[src/rtl/ftl_gc_pkg.sv]
// Shared constants, datapath command codes and status struct for the FTL block.
package ftl_gc_pkg;

    localparam int BLOCK_COUNT     = 64;
    localparam int PAGES_PER_BLOCK = 64;
    localparam int LOGICAL_PAGES   = 3072;
    localparam int PHYS_PAGES      = BLOCK_COUNT * PAGES_PER_BLOCK;

    localparam int BLK_W  = $clog2(BLOCK_COUNT);
    localparam int PG_W   = $clog2(PAGES_PER_BLOCK);
    localparam int PPN_W  = 12;
    localparam int LBA_W  = 12;
    localparam int LMAP_W = PPN_W + 1;
    localparam int TOT_W  = 32;
    localparam int THR_W  = 7;
    localparam logic [THR_W-1:0] THR_RESET = 7'd2;

    typedef enum logic [4:0] {
        OP_NONE,
        OP_CLEAR,
        OP_LOAD,
        OP_REFUSE,
        OP_MAP_RD,
        OP_VALID_RD,
        OP_INVAL,
        OP_ICNT_WR,
        OP_FIFO_RD,
        OP_POP,
        OP_SCAN_INIT,
        OP_SCAN_RD,
        OP_SCAN_CMP,
        OP_REL_RD,
        OP_REL_PROG,
        OP_REL_CLR,
        OP_GC_END,
        OP_HOST
    } dp_op_t;

    typedef struct packed {
        logic clr_done;
        logic refuse;
        logic mapped;
        logic old_valid;
        logic need_pop;
        logic gc_trigger;
        logic scan_last;
        logic found;
        logic rel_valid;
        logic pg_last;
    } dp_stat_t;

endpackage

[src/rtl/ftl_gc_ctrl.sv]
// Controller: sequences one host write, the block pop and the collection burst.
module ftl_gc_ctrl (
    input  logic                 clk,
    input  logic                 rst_n,
    input  logic                 in_valid,
    output logic                 in_stall,
    output logic                 out_valid,
    input  logic                 out_stall,
    output ftl_gc_pkg::dp_op_t   op,
    input  ftl_gc_pkg::dp_stat_t stat
);
    import ftl_gc_pkg::*;

    typedef enum logic [19:0] {
        S_CLR      = 20'h00001,
        S_IDLE     = 20'h00002,
        S_MAP_RD   = 20'h00004,
        S_MAP_CHK  = 20'h00008,
        S_VAL_CHK  = 20'h00010,
        S_INVAL    = 20'h00020,
        S_ICNT_WR  = 20'h00040,
        S_FIFO_RD  = 20'h00080,
        S_POP      = 20'h00100,
        S_GC_CHK   = 20'h00200,
        S_SCAN_RD  = 20'h00400,
        S_SCAN_CMP = 20'h00800,
        S_SCAN_END = 20'h01000,
        S_REL_RD   = 20'h02000,
        S_REL_CHK  = 20'h04000,
        S_REL_PROG = 20'h08000,
        S_REL_CLR  = 20'h10000,
        S_GC_END   = 20'h20000,
        S_HOST     = 20'h40000,
        S_OUT      = 20'h80000
    } state_t;

    state_t state_reg, state_next;
    state_t after_map;

    // after the old mapping is handled, open a block if the current one is full
    assign after_map = stat.need_pop ? S_FIFO_RD : S_HOST;

    always_comb
    begin
        state_next = state_reg;
        op = OP_NONE;
        case (state_reg)
            S_CLR:
            begin
                op = OP_CLEAR;
                if (stat.clr_done)
                begin
                    state_next = S_IDLE;
                end
            end
            S_IDLE:
            begin
                if (in_valid)
                begin
                    op = stat.refuse ? OP_REFUSE : OP_LOAD;
                    state_next = stat.refuse ? S_OUT : S_MAP_RD;
                end
            end
            S_MAP_RD:
            begin
                op = OP_MAP_RD;
                state_next = S_MAP_CHK;
            end
            S_MAP_CHK:
            begin
                if (stat.mapped)
                begin
                    op = OP_VALID_RD;
                    state_next = S_VAL_CHK;
                end
                else
                begin
                    state_next = after_map;
                end
            end
            S_VAL_CHK:  state_next = stat.old_valid ? S_INVAL : after_map;
            S_INVAL:
            begin
                op = OP_INVAL;
                state_next = S_ICNT_WR;
            end
            S_ICNT_WR:
            begin
                op = OP_ICNT_WR;
                state_next = after_map;
            end
            S_FIFO_RD:
            begin
                op = OP_FIFO_RD;
                state_next = S_POP;
            end
            S_POP:
            begin
                op = OP_POP;
                state_next = S_GC_CHK;
            end
            S_GC_CHK:
            begin
                if (stat.gc_trigger)
                begin
                    op = OP_SCAN_INIT;
                    state_next = S_SCAN_RD;
                end
                else
                begin
                    state_next = S_HOST;
                end
            end
            S_SCAN_RD:
            begin
                op = OP_SCAN_RD;
                state_next = S_SCAN_CMP;
            end
            S_SCAN_CMP:
            begin
                op = OP_SCAN_CMP;
                state_next = stat.scan_last ? S_SCAN_END : S_SCAN_RD;
            end
            S_SCAN_END: state_next = stat.found ? S_REL_RD : S_HOST;
            S_REL_RD:
            begin
                op = OP_REL_RD;
                state_next = S_REL_CHK;
            end
            S_REL_CHK:  state_next = stat.rel_valid ? S_REL_PROG : S_REL_CLR;
            S_REL_PROG:
            begin
                op = OP_REL_PROG;
                state_next = S_REL_CLR;
            end
            S_REL_CLR:
            begin
                op = OP_REL_CLR;
                state_next = stat.pg_last ? S_GC_END : S_REL_RD;
            end
            S_GC_END:
            begin
                op = OP_GC_END;
                state_next = S_HOST;
            end
            S_HOST:
            begin
                op = OP_HOST;
                state_next = S_OUT;
            end
            S_OUT:
            begin
                if (!out_stall)
                begin
                    state_next = S_IDLE;
                end
            end
            default: state_next = S_IDLE;
        endcase
    end

    always_ff @(posedge clk or negedge rst_n)
    begin
        if (!rst_n)
        begin
            state_reg <= S_CLR;
        end
        else
        begin
            state_reg <= state_next;
        end
    end

    assign in_stall  = (state_reg != S_IDLE);
    assign out_valid = (state_reg == S_OUT);

endmodule

[config.mk]
export PLATFORM = sky130hd
export DESIGN_NAME = ftl_gc_ctrl
export DESIGN_NICKNAME = d
export VERILOG_FILES = /design/src/rtl/ftl_gc_pkg.sv /design/src/rtl/ftl_gc_ctrl.sv
export SDC_FILE = /design/constraint.sdc
export NUM_CORES = 1
export LEC_CHECK = 0
export ABC_AREA = 0
export BUFFER_PORTS_ARGS = -buffer_cell sky130_fd_sc_hd__buf_2
export CORE_ASPECT_RATIO = 0.9
export CORE_MARGIN = 2
export CORE_UTILIZATION = 25
export CTS_BUF_LIST = sky130_fd_sc_hd__clkbuf_4 sky130_fd_sc_hd__clkbuf_8
export CTS_CLUSTER_DIAMETER = 50
export DETAILED_ROUTE_END_ITERATION = 10
export SKIP_CTS_REPAIR_TIMING = 1
export SYNTH_ARGS = -nofsm -noshare
export SYNTH_HDL_FRONTEND = slang
export SYNTH_SLANG_ARGS = --single-unit
[constraint.sdc]
create_clock -name clk -period 1.9 [get_ports clk]
set_input_delay 0 -clock clk [delete_from_list [all_inputs] [get_ports clk]]
set_output_delay 0 -clock clk [all_outputs]
set_load 0.03 [all_outputs]
# After elaboration in Yosys (flattened, before gate mapping)

Cells that the tools add are included.

Input port bits: 14
Output and inout bits: 7
Register bits: 20
Logic and storage cells: 44

Equality and inequality tests: 24
Mux-type cells: 18
Reductions and logical operators: 1

Operator list:

| kind                 | count |
|---|---|
| $pmux 20 s20         | 1 |
| $mux 19              | 5 |
| $mux 20              | 4 |
| $pmux 5 s16          | 1 |
| $eq 20x1->1 const B  | 1 |
| $eq 20x10->1 const B | 1 |
| $eq 20x11->1 const B | 1 |
| $eq 20x12->1 const B | 1 |
| $eq 20x13->1 const B | 1 |
| $eq 20x14->1 const B | 1 |
| $eq 20x15->1 const B | 1 |
| $eq 20x16->1 const B | 1 |
| $eq 20x17->1 const B | 1 |
| $eq 20x18->1 const B | 1 |
| $eq 20x19->1 const B | 1 |
| $eq 20x2->1 const B  | 1 |
| $eq 20x20->1 const B | 1 |
| $eq 20x3->1 const B  | 1 |
| $eq 20x4->1 const B  | 1 |
| $eq 20x5->1 const B  | 1 |
| $eq 20x6->1 const B  | 1 |
| $eq 20x7->1 const B  | 1 |
| $eq 20x8->1 const B  | 1 |
| $eq 20x9->1 const B  | 1 |
| other kinds (10)     | 12 |

# Logic depth before layout (Yosys ltp)

Depth after elaboration: 3
Depth in mapped cells: 7
Mapped depth without buffers: 7

# Worst setup path after synthesis

No wires, ideal clock.

Path kind: register -> register
Start: register state_reg[8]
End: register state_reg[19]
Arrival: 1.793 ns
Slack: -0.017 ns
Buffers on the path: 0
Required time: 1.776 ns
Cell stages (with the launch flop): 8
Period minus slack after synthesis: 1.917 ns
Library setup time: 0.124 ns
Path through: dfrtp_1 > nor4_4 > nand4_2 > and4bb_2 > inv_2 > nor2_2 > nor3_1 > or2_1

Word-level cells in the longest chain between the ends: 3
Elaborated cells between the ends (all ways): 25
Those cells by class: 23 x eq/ne; 1 x mux; 1 x reduce/logical

RTL lines:

| item                                      | RTL line           | text |
|---|---|---|
| from (decl)                               | ftl_gc_ctrl.sv:37  | `state_t state_reg, state_next;` |
| from (signal assigned)                    | ftl_gc_ctrl.sv:170 | `state_reg <= state_next;` |
| $eq 20x1->1, or another cell as far along | ftl_gc_ctrl.sv:47  | `case (state_reg)` |
| $ne 2x2->1 (no source line)               | n/a                |  |
| $reduce_and 3->1 (no source line)         | n/a                |  |

Parallel ways exist; a longest one is shown, timed or not.
A chain may end at the register's enable or synchronous reset.

# Worst setup path after layout

Start: register state_reg[0]
End: output op[3]

Word-level cells in the longest chain between the ends: 2
Elaborated cells between the ends (all ways): 17
Those cells by class: 16 x eq/ne; 1 x mux

RTL lines:

| item                                       | RTL line          | text |
|---|---|---|
| $eq 20x19->1, or another cell as far along | ftl_gc_ctrl.sv:47 |  |
| $pmux 5 s16 *                              | ftl_gc_ctrl.sv:47 |  |
| to (decl)                                  | ftl_gc_ctrl.sv:9  | `output ftl_gc_pkg::dp_op_t op,` |

Every way passes the cells marked *; elsewhere a longest branch is shown, timed or not.

==> impl_metrics.yaml <==
critical_path:
  worstSetupStartpointType: "register"
  crit_path_start: "state_reg[0]"
  rr_startpoint: "state_reg[7]"
  path_class: "reg -> out"
  critical_path.slowest_cell: "dfstp_2"
  crit_chain: "nor4_4 > and4_4 > and4b_1 > nor2_2 > nand2_1 > or4_1 > buf_4"
  cp_max_fo: 6
  worstPathArrival_ns: 2.25
  cp-end-kind: "output port"
  cp.required_ns: 1.90
  slowest_delay_ns: 0.56
status:
  outcome: "finished with violations"
  violations: "setup timing"
clock_tree:
  htree_levels: 1
  clk_pin_slew_ns: 0.08
  cts_buffers: 3
  clk_latency_ns: 0.26
  clk_root_buffer_cell: "clkbuf_8"
  cts_sinks: 20
  cts_buffer_depth: 2
  cts_tree: "done"
route:
  finalWirelength_um: 3900
  drtPass1Iterations: 4
  drt-initial-drc-count: 109
  ant_nets: 0
  wl_per_cell_um: 14.0
  remaining_drc_errors: 0
  vias: 1318
  vias_per_cell: 4.72
power:
  power_density_nw_per_um2: 917
  ir_worst_vdd_mv: 0.635
  power.leakage_nw: 1.04
global_routing:
  grt_pass1_vias: 1175
  grt_overflow: 0
  antenna_found_initial: 0
  grt_max_degree: 21
  grt_pass1_wl_um: 5750
  grt_usage_pct: 13.2
synth:
  synth_fp_nets: 147
  yosysTopAreaCell: "dfrtp_1"
  ys_seq_area_share_pct: 39.2
  yosys_warnings: 0
  synth_top_area_share_pct: 37.2
  ys.flop_type: "dfrtp_1"
  syn_area_um2: 1280
  yosys_register_bits: 20
  ys_async_sr_fraction_pct: 100
  syn_inst: 133
  avgSynthCellArea_um2: 9.61
  synth_cell_types: 39
  synthTopCellsByArea: "dfrtp_1, nor4_4, nor2_1"
  synth_edf_count: 0
min_path:
  hp-class: "in -> reg"
  hold_start: "in_valid"
sta:
  fin_crit_sh_pct: 119
  drv_slew: 0
  max_slew_margin_pct: 69.9
  tightestPinTransition_ns: 0.451
  fin_crit_ns: 2.25
  fin_ws_ns: -0.354
  setup_viol: 10
  finClkSkew_ns: 0.00104
  tns_ns: -1.73
  rsz0062_at_grt: "true"
  max_freq_mhz: 444
  hold_viol_final: 0
final_layout:
  diodes: 0
  drive_gt1_share_pct: 50.0
  area_growth_pct: 68.6
  fin_nets: 229
  largest_reg_flops: 20
  nFillCells: 469
  final_util_pct: 44.0
run:
  maxCapViolCount: 0
die:
  dieArea_um2: 5700
  die_h_um: 71.9
  die-width_um: 79.4
  rows: 24
  start_util_pct: 26.1
  core-area_um2: 4890
  boundaryPins: 21
placed_design:
  pre_cts_ws_ns: -0.122
  hpwl_um: 2890
  portBuffers: 20
  gp_congestion: 0.907
-- layout by cell type, fill, tap and decap left out, drive strengths merged, types with 5 or more instances in the layout --
master	instances
nand2	9
and2	5
nor2	20
dlygate4sd3	10
nand3	8
nor4	10
dfrtp	19
inv	9
and3	5
buf	67
-- critical path: cells and delay by family, from the launching register on --
family,cells,cell delay (ns)
buffers and inverters,1,0.19
DFF,1,0.56
and+or+nand+nor,6,1.24
-- per-stage QoR --
stage	hold slack [ns]	power (mW)	cells	cell area, um2
6_report	0.0220	1.98	279	2160
5_1_grt	0.0288	2.10	279	2160
4_1_cts	-0.309	1.69	261	1830
3_3_place_gp	-0.0185	1.25	257	1760
3_5_place_dp	-0.0219	1.26	257	1760
2_1_floorplan	-0.296	0.958	133	1280
-- power breakdown --
part           switching, mW  internal, mW  total [mW]
Sequential            0.0318         0.454       0.486
Combinational          0.526         0.535        1.06
Clock                  0.148         0.281       0.429
-- synthesized netlist by cell type (2+ instances only) --
cell,instances
nor4_1,2
or4_1,2
nor4_4,4
inv_1,8
nor2_1,19
dfrtp_1,19
nand4b_1,4
nand3_1,8
and3_1,5
a21oi_1,4
nand2b_1,4
and4b_1,3
o21ai_0,2
nand4_1,2
nand2_1,9
nor4b_1,2
nand3b_1,2
nor3_1,3
and2_1,5
nand4_2,2
nor4_2,4
xnor2_1,3
-- metal layers --
layer | wire length, um | GRT usage, %
met5 | 0 | 0
met1 | 1890 | 19.1
met4 | 76 | 3.07
met2 | 1810 | 19.9
met3 | 125 | 3.40
-- path summary, 6_finish.rpt --
check	slack [ns]	to	depth (start not counted)
worst max-delay path	-0.35	op[3]	7
worst max register to register	-0.19	state_reg[1]	9
min in group asynchronous	0.22	state_reg[10]	2
worst min-delay path	0.02	state_reg[1]	2
max in group asynchronous	1.34	state_reg[0]	2
worst min register to register	0.57	state_reg[6]	2
-- cells by family (layout without fill, tap and decap cells) --
family                 count (synthesis)  in the layout  share of synthesized area (%)
flip-flops                            20             20                           39.2
AO/OA/AOI/OAI                         10             10                           5.38
buffers and inverters                  9             90                           2.64
XOR/XNOR                               3              3                           2.06
AND/OR/NAND/NOR                       91             91                           50.7
-- final cells by class --
type                    count  area, um2  share of cell area [%]
well taps                  65       81.3                    3.77
clock buffers               3       41.3                    1.92
inverters                   9       36.3                    1.68
repair buffers             77        598                    27.7
multi-input cells         104        867                    40.2
flip-flops and latches     20        502                    23.3
clock inverters             1       30.0                    1.39
Note: power is estimated with default switching activity, not from simulation.
